File: config.mk
export PLATFORM = sky130hd
export DESIGN_NAME = gated_frequency_counter_decimal
export DESIGN_NICKNAME = d
export VERILOG_FILES = /design/src/rtl/core/gfcd_pkg.sv /design/src/rtl/core/gfcd_gate_timer.sv /design/src/rtl/core/gfcd_edge_counter.sv /design/src/rtl/core/gfcd_char_out.sv /design/src/rtl/core/gated_frequency_counter_decimal.sv
export SDC_FILE = /design/constraint.sdc
export NUM_CORES = 1
export LEC_CHECK = 0
export BUFFER_PORTS_ARGS = -buffer_cell sky130_fd_sc_hd__buf_4
export CAP_MARGIN = 15
export CORE_MARGIN = 1
export CORE_UTILIZATION = 23
export CTS_BUF_LIST = sky130_fd_sc_hd__clkbuf_16
export DETAILED_ROUTE_END_ITERATION = 7
export GPL_ROUTABILITY_DRIVEN = 0
export GPL_TIMING_DRIVEN = 0
export HOLD_SLACK_MARGIN = 0.02
export PLACE_DENSITY = 0.4
export SYNTH_ARGS = -nofsm -noshare
export SYNTH_HDL_FRONTEND = slang
export SYNTH_HIERARCHICAL = 1
export SYNTH_SLANG_ARGS = --single-unit
File: constraint.sdc
create_clock -name clk -period 9.5 [get_ports clk]
set_input_delay 0.475 -clock clk [delete_from_list [all_inputs] [get_ports clk]]
set_output_delay 0.475 -clock clk [all_outputs]
set_load 0.005 [all_outputs]
File: src/rtl/core/gfcd_pkg.sv
// Shared types and constants for the gated frequency counter.
// No dependencies; imported by every module of the block.

package gfcd_pkg;

    localparam int DIGITS = 8;
    localparam int BCD_W = 4;
    localparam int TICK_W = 24;
    localparam int CHAR_W = 6;

    localparam logic [TICK_W-1:0] GATE_RESET = 24'd9999360;
    localparam logic [BCD_W-1:0] BCD_NINE = 4'd9;
    localparam logic [CHAR_W-1:0] CHAR_ZERO = 6'd48;
    localparam logic [CHAR_W-1:0] CHAR_SPACE = 6'd32;

    typedef logic [BCD_W-1:0] bcd_t;
    typedef bcd_t [DIGITS-1:0] bcd_vec_t;
    typedef logic [CHAR_W-1:0] char_t;
    typedef char_t [DIGITS-1:0] char_vec_t;

    // Edge count as it stands after the current tick, this tick's edge included
    typedef struct packed {
        bcd_vec_t digits;
        logic over;
    } count_snap_t;

    // Gate status from the tick counter
    typedef struct packed {
        logic due;
        logic done;
    } gate_status_t;

endpackage

File: src/rtl/core/gfcd_gate_timer.sv
// Gate length register and reference tick counter.
// Depends on gfcd_pkg.

module gfcd_gate_timer
    import gfcd_pkg::*;
(
    input  logic              clk,
    input  logic              rst_n,
    input  logic              cfg_write,
    input  logic [TICK_W-1:0] cfg_data,
    input  logic              tick_accept,
    output gate_status_t      status
);

    logic [TICK_W-1:0] gate_len_reg;
    logic [TICK_W-1:0] tick_reg;
    logic [TICK_W-1:0] tick_inc;
    logic [TICK_W-1:0] tick_next;

    always_comb
    begin
        // 24-bit wrap: a gate length of zero lasts the full counter range
        tick_inc = tick_reg + 1'b1;
        status.due = (tick_inc == gate_len_reg);
        status.done = tick_accept & status.due;
        tick_next = tick_reg;
        if (tick_accept)
        begin
            tick_next = status.due ? '0 : tick_inc;
        end
    end

    always_ff @(posedge clk or negedge rst_n)
    begin
        if (!rst_n)
        begin
            gate_len_reg <= GATE_RESET;
            tick_reg <= '0;
        end
        else
        begin
            if (cfg_write)
            begin
                gate_len_reg <= cfg_data;
            end
            tick_reg <= tick_next;
        end
    end

endmodule

File: src/rtl/core/gfcd_edge_counter.sv
// Rising edge detector and saturating decimal (BCD) edge counter.
// Depends on gfcd_pkg.

module gfcd_edge_counter
    import gfcd_pkg::*;
(
    input  logic        clk,
    input  logic        rst_n,
    input  logic        tick_accept,
    input  logic        level,
    input  logic        gate_done,
    output count_snap_t snap
);

    logic     prev_reg;
    logic     prev_next;
    bcd_vec_t digits_reg;
    bcd_vec_t digits_next;
    logic     over_reg;
    logic     over_next;
    bcd_vec_t digits_inc;
    logic     all_nines;
    logic     carry;
    logic     rising;

    always_comb
    begin
        rising = tick_accept & level & ~prev_reg;
        all_nines = 1'b1;
        carry = 1'b1;
        digits_inc = digits_reg;
        // Ripple the decimal carry from the units upwards
        for (int i = 0; i < DIGITS; i++)
        begin
            if (digits_reg[i] != BCD_NINE)
            begin
                all_nines = 1'b0;
            end
            if (carry)
            begin
                if (digits_reg[i] == BCD_NINE)
                begin
                    digits_inc[i] = '0;
                end
                else
                begin
                    digits_inc[i] = digits_reg[i] + 1'b1;
                    carry = 1'b0;
                end
            end
        end

        // Saturate at all nines and flag over-range
        snap.digits = (rising && !all_nines) ? digits_inc : digits_reg;
        snap.over = over_reg | (rising & all_nines);

        prev_next = tick_accept ? level : prev_reg;
        if (gate_done)
        begin
            digits_next = '0;
            over_next = 1'b0;
        end
        else
        begin
            digits_next = snap.digits;
            over_next = snap.over;
        end
    end

    always_ff @(posedge clk or negedge rst_n)
    begin
        if (!rst_n)
        begin
            prev_reg <= 1'b0;
            digits_reg <= '0;
            over_reg <= 1'b0;
        end
        else
        begin
            prev_reg <= prev_next;
            digits_reg <= digits_next;
            over_reg <= over_next;
        end
    end

endmodule

File: src/rtl/core/gfcd_char_out.sv
// Leading-zero blanking, ASCII conversion and the result register.
// Depends on gfcd_pkg.

module gfcd_char_out
    import gfcd_pkg::*;
(
    input  logic        clk,
    input  logic        rst_n,
    input  logic        load,
    input  count_snap_t snap,
    input  logic        out_stall,
    output logic        out_valid,
    output char_vec_t   chars,
    output logic        over
);

    logic      valid_reg;
    logic      valid_next;
    char_vec_t chars_reg;
    char_vec_t chars_next;
    logic      over_reg;
    logic      leading;

    always_comb
    begin
        leading = 1'b1;
        // Walk from the most significant digit; blank until the first non-zero
        for (int i = DIGITS - 1; i >= 0; i--)
        begin
            if (snap.digits[i] != '0)
            begin
                leading = 1'b0;
            end
            chars_next[i] = leading ? CHAR_SPACE
                                    : (CHAR_ZERO + {{(CHAR_W-BCD_W){1'b0}}, snap.digits[i]});
        end

        valid_next = valid_reg;
        if (load)
        begin
            valid_next = 1'b1;
        end
        else if (!out_stall)
        begin
            valid_next = 1'b0;
        end
    end

    always_ff @(posedge clk or negedge rst_n)
    begin
        if (!rst_n)
        begin
            valid_reg <= 1'b0;
        end
        else
        begin
            valid_reg <= valid_next;
        end
    end

    // Payload holds while stalled; a new load only arrives once the slot frees
    always_ff @(posedge clk)
    begin
        if (load)
        begin
            chars_reg <= chars_next;
            over_reg <= snap.over;
        end
    end

    assign out_valid = valid_reg;
    assign chars = chars_reg;
    assign over = over_reg;

endmodule

File: src/rtl/core/gated_frequency_counter_decimal.sv
// Top level of the gated frequency counter with eight-digit ASCII output.
// Depends on gfcd_pkg, gfcd_gate_timer, gfcd_edge_counter, gfcd_char_out.
//
// Channel   Handshake              Payload
// config    cfg_valid/cfg_ready    gate_length_ticks (24 bits)
// input     in_valid/in_stall      signal_level (1 bit)
// output    out_valid/out_stall    eight *_char fields (6 bits), over_range
//
// One tick is taken per cycle unless stalled; its effect on the counters is
// immediate; a gate result appears in the output register the next cycle.
// The edge count is kept in BCD, so the result needs only blanking and ASCII
// offsetting on the way into the output register.
// Reset clears the counters and loads the default gate length of 9999360.
// Input stalls only when a result is waiting, the output is stalled and the
// next tick would close a gate.

module gated_frequency_counter_decimal
    import gfcd_pkg::*;
(
    input  logic              clk,
    input  logic              rst_n,
    input  logic              cfg_valid,
    output logic              cfg_ready,
    input  logic [TICK_W-1:0] gate_length_ticks,
    input  logic              in_valid,
    output logic              in_stall,
    input  logic              signal_level,
    output logic              out_valid,
    input  logic              out_stall,
    output logic [CHAR_W-1:0] ten_millions_char,
    output logic [CHAR_W-1:0] millions_char,
    output logic [CHAR_W-1:0] hundred_thousands_char,
    output logic [CHAR_W-1:0] ten_thousands_char,
    output logic [CHAR_W-1:0] thousands_char,
    output logic [CHAR_W-1:0] hundreds_char,
    output logic [CHAR_W-1:0] tens_char,
    output logic [CHAR_W-1:0] units_char,
    output logic              over_range
);

    gate_status_t gate;
    count_snap_t  snap;
    char_vec_t    chars;
    logic         tick_accept;

    assign cfg_ready = 1'b1;
    assign in_stall = out_valid & out_stall & gate.due;
    assign tick_accept = in_valid & ~in_stall;

    gfcd_gate_timer u_gate_timer
    (
        .clk         (clk),
        .rst_n       (rst_n),
        .cfg_write   (cfg_valid & cfg_ready),
        .cfg_data    (gate_length_ticks),
        .tick_accept (tick_accept),
        .status      (gate)
    );

    gfcd_edge_counter u_edge_counter
    (
        .clk         (clk),
        .rst_n       (rst_n),
        .tick_accept (tick_accept),
        .level       (signal_level),
        .gate_done   (gate.done),
        .snap        (snap)
    );

    gfcd_char_out u_char_out
    (
        .clk       (clk),
        .rst_n     (rst_n),
        .load      (gate.done),
        .snap      (snap),
        .out_stall (out_stall),
        .out_valid (out_valid),
        .chars     (chars),
        .over      (over_range)
    );

    assign ten_millions_char = chars[7];
    assign millions_char = chars[6];
    assign hundred_thousands_char = chars[5];
    assign ten_thousands_char = chars[4];
    assign thousands_char = chars[3];
    assign hundreds_char = chars[2];
    assign tens_char = chars[1];
    assign units_char = chars[0];

endmodule

# Word-level counts from Yosys, hierarchy flattened
# Index checks and enable logic that the tools add are counted.
# classes
n_mux,50
n_bitwise,10
eq_ne,18
reduce_logical,10
add_sub_neg,17
# ops
op,count
2-to-1 mux 32 bit,2
2-to-1 mux 4 bit,15
adder 5 x 5 -> 6 bit (first input constant),8
adder 4 x 1 -> 4 bit (second input constant),8
equality test 4 bit (second input constant),8
2-to-1 mux 1 bit,32
!= test 4 bit (second input constant),8
nonzero test 4 bit,8
adder 24 x 1 -> 24 bit (second input constant),1
equality test 24 bit,1
2-to-1 mux 24 bit,1
AND 1 bit,7
!= test 2 x 1 -> 1 bit (second input constant),1
inverter 1 bit,2
logical AND 1 bit,1
zero test 1 bit,1
bitwise OR 1 bit,1
# word_totals
elab_cells,127
regBits,132
input_bits,30
output_inout_bits,52

# Longest topological paths before layout
# Gate-level depths: netlist of run 1.
# logic_depth
ltp_word,21
depth_mapped,19
mapped_depth_nobuf,17

# Cells and area by module
# The synthesis of run 1 kept the hierarchy.
# by_module_without_submodules
mod,instances,area_per_inst_um2,cells_per_inst,seq_area_each_um2
gfcd_gate_timer,1,3128.0,346,1208.7
gfcd_edge_counter,1,2240.9,236,850.8
gfcd_char_out,1,1577.8,102,1256.2
gated_frequency_counter_decimal,1,31.3,4,0.0

# Worst setup path before layout of run 1
# No wires, ideal clock.
# synth_timing
kind,reg-to-reg
from,register u_gate_timer.tick_reg[4]
to,register u_edge_counter/digits_reg[30] (netlist name)
synth_period_minus_slack_ns,5.006
setup_time_ns,0.127
stages_incl_launch_ff,18
slack_ns,4.494
required_time_ns,9.373
arrival_time_ns,4.878
n_path_buf,6
cell_sequence,dfrtp_1 -> buf_2 -> nand4_2 -> buf_2 -> nor4_1 -> nand3_1 -> o32a_1 -> o2111ai_1 -> nor4_2 -> and3_4 -> nor2b_2 -> clkbuf_1 -> clkbuf_1 -> and2_1 -> clkbuf_1 -> clkbuf_1 -> nor2_1 -> mux2_1
# synth_lines
item,line,rtl
"start, declared",gfcd_gate_timer.sv:16,logic [TICK_W-1:0] tick_reg;
"start signal, assigned",gfcd_gate_timer.sv:46,tick_reg <= tick_next;
"end signal, assigned",gfcd_edge_counter.sv:81,digits_reg <= digits_next;
"end, declared",gfcd_edge_counter.sv:17,bcd_vec_t digits_reg;

==> impl_summary.txt, run 1 <==
----------------------------------------------------
[Yosys]
  Count of unique library cells instantiated by Yosys ... 80
  Main area contributors after synthesis ... sky130_fd_sc_hd__dfrtp_1 28%, sky130_fd_sc_hd__edfxtp_1 18%, sky130_fd_sc_hd__mux2_2 5.0%, sky130_fd_sc_hd__xnor2_1 4.6%, sky130_fd_sc_hd__nand3_1 2.7%
  Leading area contributor after synthesis ... sky130_fd_sc_hd__dfrtp_1
  Share of Yosys cell area claimed by the top area cell type ... 27.6%
  Synthesized netlist cell count ... 688
  Mean area per synthesized cell ... 10.1 sq um
  Syn. warnings ... 6
  Post-synthesis sequential element count ... 124
  Top_reg_cell synth ... sky130_fd_sc_hd__dfrtp_1
  Part of the Yosys area used for sequential elements ... 47.5%
  Post-synth design cell area ... 6980 sq um
  Number of enable flip-flop cells after synthesis ... 41
  Async set-or-reset flop fraction in the synthesized netlist ... 66.9%

[Pwr]
  Total power draw ... 1480 uW
  Worst vdd ir ... 89.8 uV
  Pwr/cell area ... 171 nW/um^2
  Leakage ... 0.00336 uW

[Critical path]
  Master of the slowest instance on the critical path ... sky130_fd_sc_hd__nor4_1
  Kind of critical path ... register to register
  Cell-by-cell trace of the critical path ... clkbuf_1 > nand4_1 > nor4_1 > nand3_1 > o32a_1 > o2111ai_1 > nor4_2 > and3_4 > nor2b_2 > clkbuf_1 > clkbuf_1 > and2_2 > buf_12 > clkbuf_1 > clkbuf_1 > nor2_1 > mux2_1
  Critical R2R Launch ... u_gate_timer/tick_reg[12]
  Number of buffers and inverters on the critical path ... 6
  CP Capture Type ... register
  Data arrival time of the worst path ... 6700 ps
  Cell repeated most along the worst path ... sky130_fd_sc_hd__clkbuf_1
  Delay-heaviest family, CP ... simple AND/OR/NAND/NOR gates
  Largest fanout on the critical path ... 22
  Delay of the slowest cell on the worst path ... 650 ps
  Worst Path Required ... 9800 ps
  Startpoint kind of the worst setup timing path ... register
  Launch point of the worst path ... u_gate_timer/tick_reg[12]

[Clock network]
  Clock buffer count from CTS ... 17
  Clock insertion delay at the later pin of the skew report ... 430 ps
  Post-CTS Repair Setup Buffers ... 0
  Number of cells upsized or downsized after cts ... 0
  Maximum root-to-sink buffer count ... 2
  TritonCTS clock tree ... built
  Number of buffers inserted for hold repair after clock tree synthesis ... 1
  Master cell of the clock root buffer ... sky130_fd_sc_hd__clkbuf_16
  Clock net sink count ... 124
  Clock-pin slew on the worst setup and hold paths ... 60 ps
  # H-tree levels ... 4

[STA]
  RSZ-0062 raised after global routing ... no
  Number of slew-limit violations in the final report ... 0
  Worst-case headroom to the max-slew limit ... 43.4%
  Fmax ... 156 MHz
  Number of failing setup endpoints in the final timing report ... 0
  Final-report hold violation count ... 0
  Slew of the pin with the lowest slew margin ... 841 ps
  Clock skew ... 9.02 ps
  Portion of the clock cycle consumed by the worst path in the final layout ... 67.4%
  Clock period minus final worst setup slack ... 6400 ps
  Total negative setup slack ... 0 ps

[Floorplanning]
  Row count ... 63
  Die X-Extent ... 176 um
  Core outline area ... 29700 sq um
  Die height ... 176 um
  Boundary pin count ... 82
  Effective utilization at floorplan ... 23.5%
  Die footprint ... 31000 sq um

[Global route]
  Global-route congestion overflow total ... 0
  Number of antenna violations at the first check in global routing ... 0
  GRT Util Overall ... 12.5%
  Maximum number of pins on one net before global-route repair ... 59
  Global-route wire length before repair ... 29600 um
  Number of global-route vias before repair ... 5302

[Layout]
  Max reg flops ... 40
  Antenna cell count ... 0
  Non-filler cells in the finished layout ... 1191
  Fraction of layout instances using a drive strength above 1 ... 24.0%
  Synth-to-layout area growth ... 24.3%
  Layout Nets ... 820

[Min path]
  Startpoint of the most critical hold path ... gate_length_ticks[5]
  Worst Hold Class ... input port to register

[Placement]
  Instance count after placement with tap cells included ... 1158
  HPWL after detailed placement ... 13400 um
  Number of port buffers ... 71

[Detailed routing]
  WL final ... 18400 um
  Number of DRC markers in iteration 0 ... 270
  # DRC ... 0
  Via Count ... 5313
  Vias per cell ... 4.46
  Final antenna-violating net count ... 0
  Detail-routed net length per standard cell ... 15.5 um
  First-pass iteration count of the detailed router ... 4

[Flow run]
  Number of max-cap violations ... 0

[Run status]
  Outcome ... finished clean

----------------------------------------------------
==> layer usage <==
metal | global-route usage, % | share of wire, % | vias to the layer above
met1 | 15.8 | 46 | 2560
met3 | 2.41 | 2.5 | 20
li1 | - | - | 2652
met4 | 4.31 | 1.5 | 0
met5 | 0 | 0 | -
met2 | 21.1 | 50 | 81
==> final timing paths <==
check	end	slack (ps)	cells past startpoint
worst max-delay path	u_edge_counter/digits_reg[30]	3100	17
worst min-delay path	u_gate_timer/gate_len_reg[5]	260	3
worst max register to register	u_edge_counter/digits_reg[30]	3100	17
worst min register to register	u_char_out/out_valid	510	1
max in group asynchronous	u_gate_timer/gate_len_reg[19]	8340	3
min in group asynchronous	u_gate_timer/tick_reg[15]	500	2
==> cells in the mapped netlist, drive strengths merged (18+ instances only) <==
cell and n:
dfrtp 77, nand3 39, nand4 21, nand2 38, nor2 50, nor3 25
edfxtp 41, a21oi 18, xnor2 38, o21ai 29, buf 23, clkbuf 50
mux2 34, and2 26
==> kinds of logic (layout without fill, tap and decap cells) <==
logic type | count (synthesis) | count (layout) | share of synthesized area [%]
xor+xnor | 51 | 51 | 6.51
compound gates | 90 | 90 | 8.37
flops | 124 | 124 | 47.5
other cells | 2 | 9 | 0.108
simple gates | 289 | 289 | 25.1
fa+ha+maj | 2 | 2 | 0.359
mux | 39 | 39 | 6.20
buf+inv | 91 | 197 | 5.83
==> stage by stage <==
stage | area, sq um | setup slack, ps | utilization, % | hold slack (ps)
after detailed placement | 8070 | 2920 | 27.2 | 427
final | 8670 | 3100 | 29.2 | 256
after CTS | 8670 | 2870 | 29.2 | 241
after global routing | 8670 | 2380 | 29.2 | 250
after global placement | 8030 | 2090 | 27.0 | 506
after floorplan | 7000 | 4490 | - | 179
==> where the power goes <==
group	leakage [uW]	switching (uW)	internal [uW]	total, uW
registers	0.00140	36.4	586	623
clock network	0.000285	270	391	661
logic	0.00167	106	92.6	199
==> worst register-to-register path: cells and delay by family, from the launching register on <==
family          cells  cell delay [ps]
compound gates      2              470
buf+inv             6             2600
flops               1              320
mux                 1              290
simple gates        8             2590
==> cell type report <==
class	count	area [sq um]
buffer	74	343
fill	3100	21000
multi-input combinational	480	3280
timing repair buffer	74	591
clock inverter	15	161
tap	390	488
sequential	124	3320
clock buffer	17	425
inverter	17	63.8
==> cell usage in the layout, fill, tap and decap left out, types with 4 or more instances in the layout <==
master / instances
sky130_fd_sc_hd__nor3b_1: 8
sky130_fd_sc_hd__or3_1: 6
sky130_fd_sc_hd__nor3_1: 23
sky130_fd_sc_hd__and3_1: 5
sky130_fd_sc_hd__a21oi_1: 18
sky130_fd_sc_hd__or4_1: 6
sky130_fd_sc_hd__edfxtp_1: 41
sky130_fd_sc_hd__a31oi_1: 5
sky130_fd_sc_hd__xnor2_1: 37
sky130_fd_sc_hd__mux2i_1: 5
sky130_fd_sc_hd__xor2_1: 13
sky130_fd_sc_hd__buf_4: 81
sky130_fd_sc_hd__and2_1: 25
sky130_fd_sc_hd__inv_6: 7
sky130_fd_sc_hd__a21o_1: 5
sky130_fd_sc_hd__dfstp_2: 6
sky130_fd_sc_hd__nor2_1: 49
sky130_fd_sc_hd__mux2_2: 31
sky130_fd_sc_hd__nor2b_1: 13
sky130_fd_sc_hd__dfrtp_1: 77
sky130_fd_sc_hd__nand2_1: 38
sky130_fd_sc_hd__o21ai_0: 27
sky130_fd_sc_hd__inv_1: 18
sky130_fd_sc_hd__buf_2: 10
sky130_fd_sc_hd__and4bb_2: 4
sky130_fd_sc_hd__and4_1: 5
sky130_fd_sc_hd__o211ai_1: 4
sky130_fd_sc_hd__nand4_1: 17
sky130_fd_sc_hd__nand4_2: 4
sky130_fd_sc_hd__conb_1: 9
sky130_fd_sc_hd__clkbuf_16: 17
sky130_fd_sc_hd__nor4_1: 14
sky130_fd_sc_hd__nand3_1: 37
sky130_fd_sc_hd__clkbuf_1: 49
sky130_fd_sc_hd__nand4b_1: 4
Note: power is estimated with default switching activity, not from simulation.
==> run 2: changes to the inputs <==
Clock period 9.5 ns to 6.3 ns, I/O delays scaled along.
==> impl_summary.txt, run 2 (synthesis results as in run 1) <==
----------------------------------------------------
[STA]
  Slew of the pin with the lowest slew margin ... 835 ps (-6.27 ps)
  Worst-case headroom to the max-slew limit ... 44.4% (+0.94 points)
  Final-report hold violation count ... 0 (unchanged)
  RSZ-0062 raised after global routing ... no
  Clock skew ... 8.79 ps (-0.232 ps)
  Portion of the clock cycle consumed by the worst path in the final layout ... 91.2% (+24 points)
  Worst setup margin ... 555 ps (-2540 ps)
  Fmax ... 174 MHz (+11%)
  Number of slew-limit violations in the final report ... 0 (unchanged)
  Clock period minus final worst setup slack ... 5750 ps (-656 ps)
  Number of failing setup endpoints in the final timing report ... 0 (unchanged)

[Layout]
  Non-Filler Cell Area, Final ... 8710 sq um (+0.43%)
  Top library cells by usage in the layout, fill and taps aside ... 81 x sky130_fd_sc_hd__buf_4, 77 x sky130_fd_sc_hd__dfrtp_1, 49 x sky130_fd_sc_hd__nor2_1
  Non-filler cells in the finished layout ... 1191 (unchanged)
  Synth-to-layout area growth ... 24.8%
  Most common library cell in the layout ignoring fill and taps ... sky130_fd_sc_hd__buf_4
  Final cell utilization of the core ... 29.3% (+0.13 points)
  Fraction of layout instances using a drive strength above 1 ... 24.7% (+0.75 points)
  Antenna cell count ... 0 (unchanged)
  Max reg flops ... 40 (unchanged)
  Layout Nets ... 820 (unchanged)

[Pwr]
  Leakage ... 0.00337 uW (+0.52%)
  Pwr/cell area ... 257 nW/um^2 (+50%)
  Worst vdd ir ... 136 uV (+51%)
  Total power draw ... 2240 uW (+51%)

[Detailed routing]
  Highest routed layer ... met4
  Detail-routed net length per standard cell ... 15.5 um (+0.42%)
  Met1 layer wirelength in the final routing ... 8390 um (-1.7%)
  # DRC ... 0 (unchanged)
  Vias per cell ... 4.48 (+0.32%)
  DR WL met3 ... 675 um (+48%)
  Number of DRC markers in iteration 0 ... 306 (+13%)
  WL final ... 18500 um (+0.42%)
  Final antenna-violating net count ... 0 (unchanged)
  First-pass iteration count of the detailed router ... 5 (+1)
  Via Count ... 5330 (+0.32%)
  Routed length on met2 ... 9150 um (-0.11%)

[Run status]
  Outcome ... finished clean

[Clock network]
  Clock insertion delay at the later pin of the skew report ... 430 ps (about the same)
  Clock buffer count from CTS ... 17 (unchanged)
  Maximum root-to-sink buffer count ... 2 (unchanged)
  Master cell of the clock root buffer ... sky130_fd_sc_hd__clkbuf_16
  # H-tree levels ... 4 (unchanged)
  Post-CTS Repair Setup Buffers ... 0 (unchanged)
  TritonCTS clock tree ... built
  Clock-pin slew on the worst setup and hold paths ... 60 ps (about the same)
  Clock net sink count ... 124 (unchanged)

[Critical path]
  Data arrival time of the worst path ... 6050 ps (-650 ps)
  Worst Path Required ... 6600 ps (-3200 ps)
  Setup slack of the most critical reg-to-reg path ... 550 ps (-2540 ps)
  CP Capture Type ... register
  Largest fanout on the critical path ... 22 (unchanged)
  Startpoint kind of the worst setup timing path ... register
  Kind of critical path ... register to register

[Floorplanning]
  Effective utilization at floorplan ... 23.5% (unchanged)
  Core outline area ... 29700 sq um (unchanged)
  Row count ... 63 (unchanged)
  Die X-Extent ... 176 um (unchanged)
  Die height ... 176 um (unchanged)
  Boundary pin count ... 82 (unchanged)
  Die footprint ... 31000 sq um (unchanged)

[Min path]
  Worst Hold Class ... input port to register

[Global route]
  Number of antenna violations at the first check in global routing ... 0 (unchanged)
  Maximum number of pins on one net before global-route repair ... 59 (unchanged)
  Number of global-route vias before repair ... 5299 (-0.057%)
  GRT Util Overall ... 12.5% (about the same)
  Global-route congestion overflow total ... 0 (unchanged)
  Global-route wire length before repair ... 29600 um (about the same)

[Placement]
  Number of port buffers ... 71 (unchanged)
  HPWL after detailed placement ... 13400 um (unchanged)
  Instance count after placement with tap cells included ... 1158 (unchanged)
  Worst setup timing slack at the placement stage ... -284 ps (-3200 ps)
  Placed instance area ... 8070 sq um (unchanged)

[Flow run]
  Number of max-cap violations ... 0 (unchanged)

----------------------------------------------------
## run 2: per-stage QoR
step / hold WS [ps] / setup TNS [ps]
after global placement: 506 / -28060
final: 95.3 / 0
after detailed placement: 267 / -860
after CTS: 81.2 / 0
after global routing: 90.4 / 0
after floorplan: 19.4 / 0
## run 2: area by class of cell
cell class / instances / area [sq um]
fillers: 3096 / 21000
repair buffers: 74 / 591
plain buffers: 74 / 345
multi-input cells: 480 / 3320
flip-flops and latches: 124 / 3320
inverters: 17 / 63.8
clock buffers: 17 / 425
well taps: 390 / 488
clock inverters: 15 / 161
## run 2: critical path, cell delays in order (launching register included)
cell and delay [ps]:
sky130_fd_sc_hd__dfrtp_1 320, sky130_fd_sc_hd__clkbuf_1 350, sky130_fd_sc_hd__nand4_1 380, sky130_fd_sc_hd__nor4_2 540
sky130_fd_sc_hd__nand3_1 210, sky130_fd_sc_hd__o32a_1 320, sky130_fd_sc_hd__o2111ai_1 180, sky130_fd_sc_hd__nor4_4 100
sky130_fd_sc_hd__and3_4 200, sky130_fd_sc_hd__nor2b_2 370, sky130_fd_sc_hd__clkbuf_1 550, sky130_fd_sc_hd__clkbuf_2 390
sky130_fd_sc_hd__and2_4 410, sky130_fd_sc_hd__buf_12 230, sky130_fd_sc_hd__clkbuf_1 330, sky130_fd_sc_hd__clkbuf_2 380
sky130_fd_sc_hd__nor2_1 60, sky130_fd_sc_hd__mux2_1 280
## run 2: power breakdown
| part | switching, uW | internal (uW) | leakage (uW) | total [uW] |
|---|---|---|---|---|
| sequential | 55.3 | 884 | 0.00140 | 940 |
| clock | 409 | 589 | 0.000285 | 998 |
| combinational | 160 | 140 | 0.00168 | 300 |
| total | 624 | 1610 | 0.00337 | 2240 |
## run 2: worst paths after layout
path,endpoint,from,cells past startpoint
max,u_edge_counter/digits_reg[30],u_gate_timer/tick_reg[14],17
min,u_gate_timer/gate_len_reg[5],gate_length_ticks[5],3
max reg2reg,u_edge_counter/digits_reg[30],u_gate_timer/tick_reg[14],17
min reg2reg,u_char_out/out_valid,u_char_out/out_valid,1
max in group asynchronous,u_gate_timer/gate_len_reg[19],rst_n,3
min in group asynchronous,u_gate_timer/tick_reg[15],rst_n,2
## run 2: layer usage
layer  global-route usage [%]  up-vias
li1                         -     2651
met1                     15.8     2555
met2                     21.1      103
met3                     2.41       21
met4                     4.31        0
met5                        0        -
## run 2: timing repair
| item | in CTS | in global routing |
|---|---|---|
| endpoints found under the hold margin | 22 | 0 |
| setup endpoints to repair | 20 | 31 |
| resized for setup | 2 | 7 |
| gates cloned | 0 | 0 |
| hold buffers | 1 | 0 |
==> run 3: changes to the inputs <==
Settings changed: CELL_PAD_IN_SITES_DETAIL_PLACEMENT from default to 2, CELL_PAD_IN_SITES_GLOBAL_PLACEMENT from default to 2, PLACE_DENSITY 0.4 to 0.55.
==> impl_summary.txt, run 3 (synthesis results as in run 1) <==
----------------------------------------------------
[Critical path]
  Worst Reg-to-Reg Cells ... 18 (+1)
  CP Capture Type ... register
  Master of the slowest instance on the critical path ... sky130_fd_sc_hd__or4_4
  Delay-heaviest family, CP ... simple AND/OR/NAND/NOR gates
  Number of stages on the worst setup path ... 18 (+1)
  Cell repeated most along the worst path ... sky130_fd_sc_hd__or4_1
  Worst Path Required ... 6440 ps (-160 ps)
  Setup slack of the most critical reg-to-reg path ... 370 ps (-180 ps)
  Startpoint kind of the worst setup timing path ... register
  Cell-by-cell trace of the critical path ... ha_1 > nand3_1 > or3_1 > o31a_1 > or4_1 > or4_1 > nor4_4 > and3_4 > nor2b_2 > and3b_1 > buf_2 > nand3_4 > or2_0 > or4_1 > nand2_1 > or4_4 > and4bb_4 > nand3_1
  Kind of critical path ... register to register
  Number of buffers and inverters on the critical path ... 1 (-5)
  Data arrival time of the worst path ... 6070 ps (+20 ps)
  Largest fanout on the critical path ... 9 (-59%)
  Delay of the slowest cell on the worst path ... 590 ps (+40 ps)

[Placement]
  Worst setup timing slack at the placement stage ... -410 ps (-127 ps)
  Number of port buffers ... 71 (unchanged)
  HPWL after detailed placement ... 15900 um (+18%)

[Pwr]
  Pwr/cell area ... 257 nW/um^2 (about the same)
  Total power draw ... 2230 uW (-0.27%)
  Leakage ... 0.00336 uW (-0.27%)
  Worst vdd ir ... 171 uV (+26%)

[Clock network]
  Master cell of the clock root buffer ... sky130_fd_sc_hd__clkbuf_16
  TritonCTS clock tree ... built
  Clock buffer count from CTS ... 17 (unchanged)
  # H-tree levels ... 4 (unchanged)
  Clock insertion delay at the later pin of the skew report ... 430 ps (about the same)
  Maximum root-to-sink buffer count ... 2 (unchanged)
  Clock-pin slew on the worst setup and hold paths ... 60 ps (about the same)
  Post-CTS Repair Setup Buffers ... 0 (unchanged)
  Clock net sink count ... 124 (unchanged)

[STA]
  Final-report hold violation count ... 0 (unchanged)
  Clock skew ... 16.2 ps (+7.43 ps)
  Number of failing setup endpoints in the final timing report ... 0 (unchanged)
  Worst-case headroom to the max-slew limit ... 43.6% (-0.78 points)
  Slew of the pin with the lowest slew margin ... 846 ps (+11.6 ps)
  Number of slew-limit violations in the final report ... 0 (unchanged)
  Fmax ... 169 MHz (-3.1%)
  RSZ-0062 raised after global routing ... no
  Portion of the clock cycle consumed by the worst path in the final layout ... 94.1% (+2.9 points)
  Clock period minus final worst setup slack ... 5930 ps (+182 ps)
  Worst setup margin ... 373 ps (-182 ps)

[Min path]
  Worst Hold Class ... input port to register
  Number of instances on the worst hold path ... 2 (-1)

[Global route]
  Number of global-route vias before repair ... 6175 (+17%)
  Number of antenna violations at the first check in global routing ... 0 (unchanged)
  Global-route congestion overflow total ... 0 (unchanged)
  GRT Util Overall ... 14.7% (+2.2 points)
  Maximum number of pins on one net before global-route repair ... 84 (+42%)
  Global-route wire length before repair ... 35100 um (+18%)

[Floorplanning]
  Die X-Extent ... 176 um (unchanged)
  Die footprint ... 31000 sq um (unchanged)
  Core outline area ... 29700 sq um (unchanged)
  Row count ... 63 (unchanged)
  Effective utilization at floorplan ... 23.5% (unchanged)
  Boundary pin count ... 82 (unchanged)
  Die height ... 176 um (unchanged)

[Detailed routing]
  Vias per cell ... 4.74 (+6.0%)
  Met1 layer wirelength in the final routing ... 10600 um (+27%)
  # DRC ... 0 (unchanged)
  Highest routed layer ... met4
  Final antenna-violating net count ... 0 (unchanged)
  Via Count ... 5648 (+6.0%)
  Number of DRC markers in iteration 0 ... 276 (-9.8%)
  Routed length on met2 ... 9970 um (+8.9%)
  First-pass iteration count of the detailed router ... 6 (+1)
  DR WL met3 ... 769 um (+14%)
  Detail-routed net length per standard cell ... 18.1 um (+17%)
  WL final ... 21600 um (+17%)

[Layout]
  Fill cell count ... 3254 (+5.1%)
  Most common library cell in the layout ignoring fill and taps ... sky130_fd_sc_hd__buf_4
  Layout Nets ... 819 (-0.12%)
  Top library cells by usage in the layout, fill and taps aside ... 81 x sky130_fd_sc_hd__buf_4, 77 x sky130_fd_sc_hd__dfrtp_1, 49 x sky130_fd_sc_hd__nor2_1
  Fraction of layout instances using a drive strength above 1 ... 24.5% (-0.22 points)
  Max reg flops ... 40 (unchanged)
  Synth-to-layout area growth ... 24.6%

[Run status]
  Outcome ... finished clean

[Flow run]
  Number of max-cap violations ... 0 (unchanged)

----------------------------------------------------
-- run 3: metrics by stage --
stage	instance area (sq um)	hold WS [ps]	instances	utilization [%]	setup TNS, ps
floorplan	7000	19.4	695	-	0
global placement	8030	503	1156	27.0	-33730
detailed placement	8050	500	1157	27.1	-3660
CTS	8640	64.9	1189	29.1	0
global route	8690	76.5	1190	29.2	0
finish	8690	90.3	1191	29.2	0
-- run 3: what timing repair did --
| action | 4_1_cts | 5_1_grt |
|---|---|---|
| hold buffers | 0 | 1 |
| hold endpoints to repair | 0 | 17 |
| resized for setup | 5 | 2 |
| setup endpoints to repair | 30 | 34 |
-- run 3: layout make-up --
| class | count | area (sq um) | area share (%) |
|---|---|---|---|
| sequential | 124 | 3320 | 38.1 |
| clock inverter | 15 | 148 | 1.70 |
| antenna | 1 | 2.50 | 0.0288 |
| multi-input combinational | 480 | 3320 | 38.2 |
| inverter | 17 | 63.8 | 0.734 |
| timing repair buffer | 74 | 591 | 6.79 |
| buffer | 73 | 342 | 3.93 |
| tap | 390 | 488 | 5.61 |
| clock buffer | 17 | 425 | 4.89 |
-- run 3: power breakdown --
part	total (uW)	leakage [uW]	internal, uW	switching (uW)
registers	942	0.00140	884	58.2
clock network	977	0.000278	580	397
logic	312	0.00168	140	172
total	2230	0.00336	1600	627
-- run 3: final timing paths --
path | startpoint | endpoint
max | u_gate_timer/tick_reg[0] | u_char_out/chars[10]
min | out_stall | u_char_out/out_valid
max reg2reg | u_gate_timer/tick_reg[0] | u_char_out/chars[10]
min reg2reg | u_char_out/out_valid | u_char_out/out_valid
max in group asynchronous | rst_n | u_gate_timer/gate_len_reg[15]
min in group asynchronous | rst_n | u_edge_counter/digits_reg[17]
-- run 3: worst reg2reg max path, stage by stage (launching register included) --
cell,delay (ps)
sky130_fd_sc_hd__dfrtp_1,520
sky130_fd_sc_hd__ha_1,220
sky130_fd_sc_hd__nand3_1,260
sky130_fd_sc_hd__or3_1,400
sky130_fd_sc_hd__o31a_1,340
sky130_fd_sc_hd__or4_1,490
sky130_fd_sc_hd__or4_1,470
sky130_fd_sc_hd__nor4_4,480
sky130_fd_sc_hd__and3_4,260
sky130_fd_sc_hd__nor2b_2,100
sky130_fd_sc_hd__and3b_1,190
sky130_fd_sc_hd__buf_2,190
sky130_fd_sc_hd__nand3_4,160
sky130_fd_sc_hd__or2_0,150
sky130_fd_sc_hd__or4_1,150
sky130_fd_sc_hd__nand2_1,120
sky130_fd_sc_hd__or4_4,590
sky130_fd_sc_hd__and4bb_4,430
sky130_fd_sc_hd__nand3_1,110
-- run 3: metal layers --
metal,vias up,track usage (%)
li1,2646,-
met1,2895,20.4
met2,90,22.9
met3,17,2.89
met4,0,4.38
met5,-,0
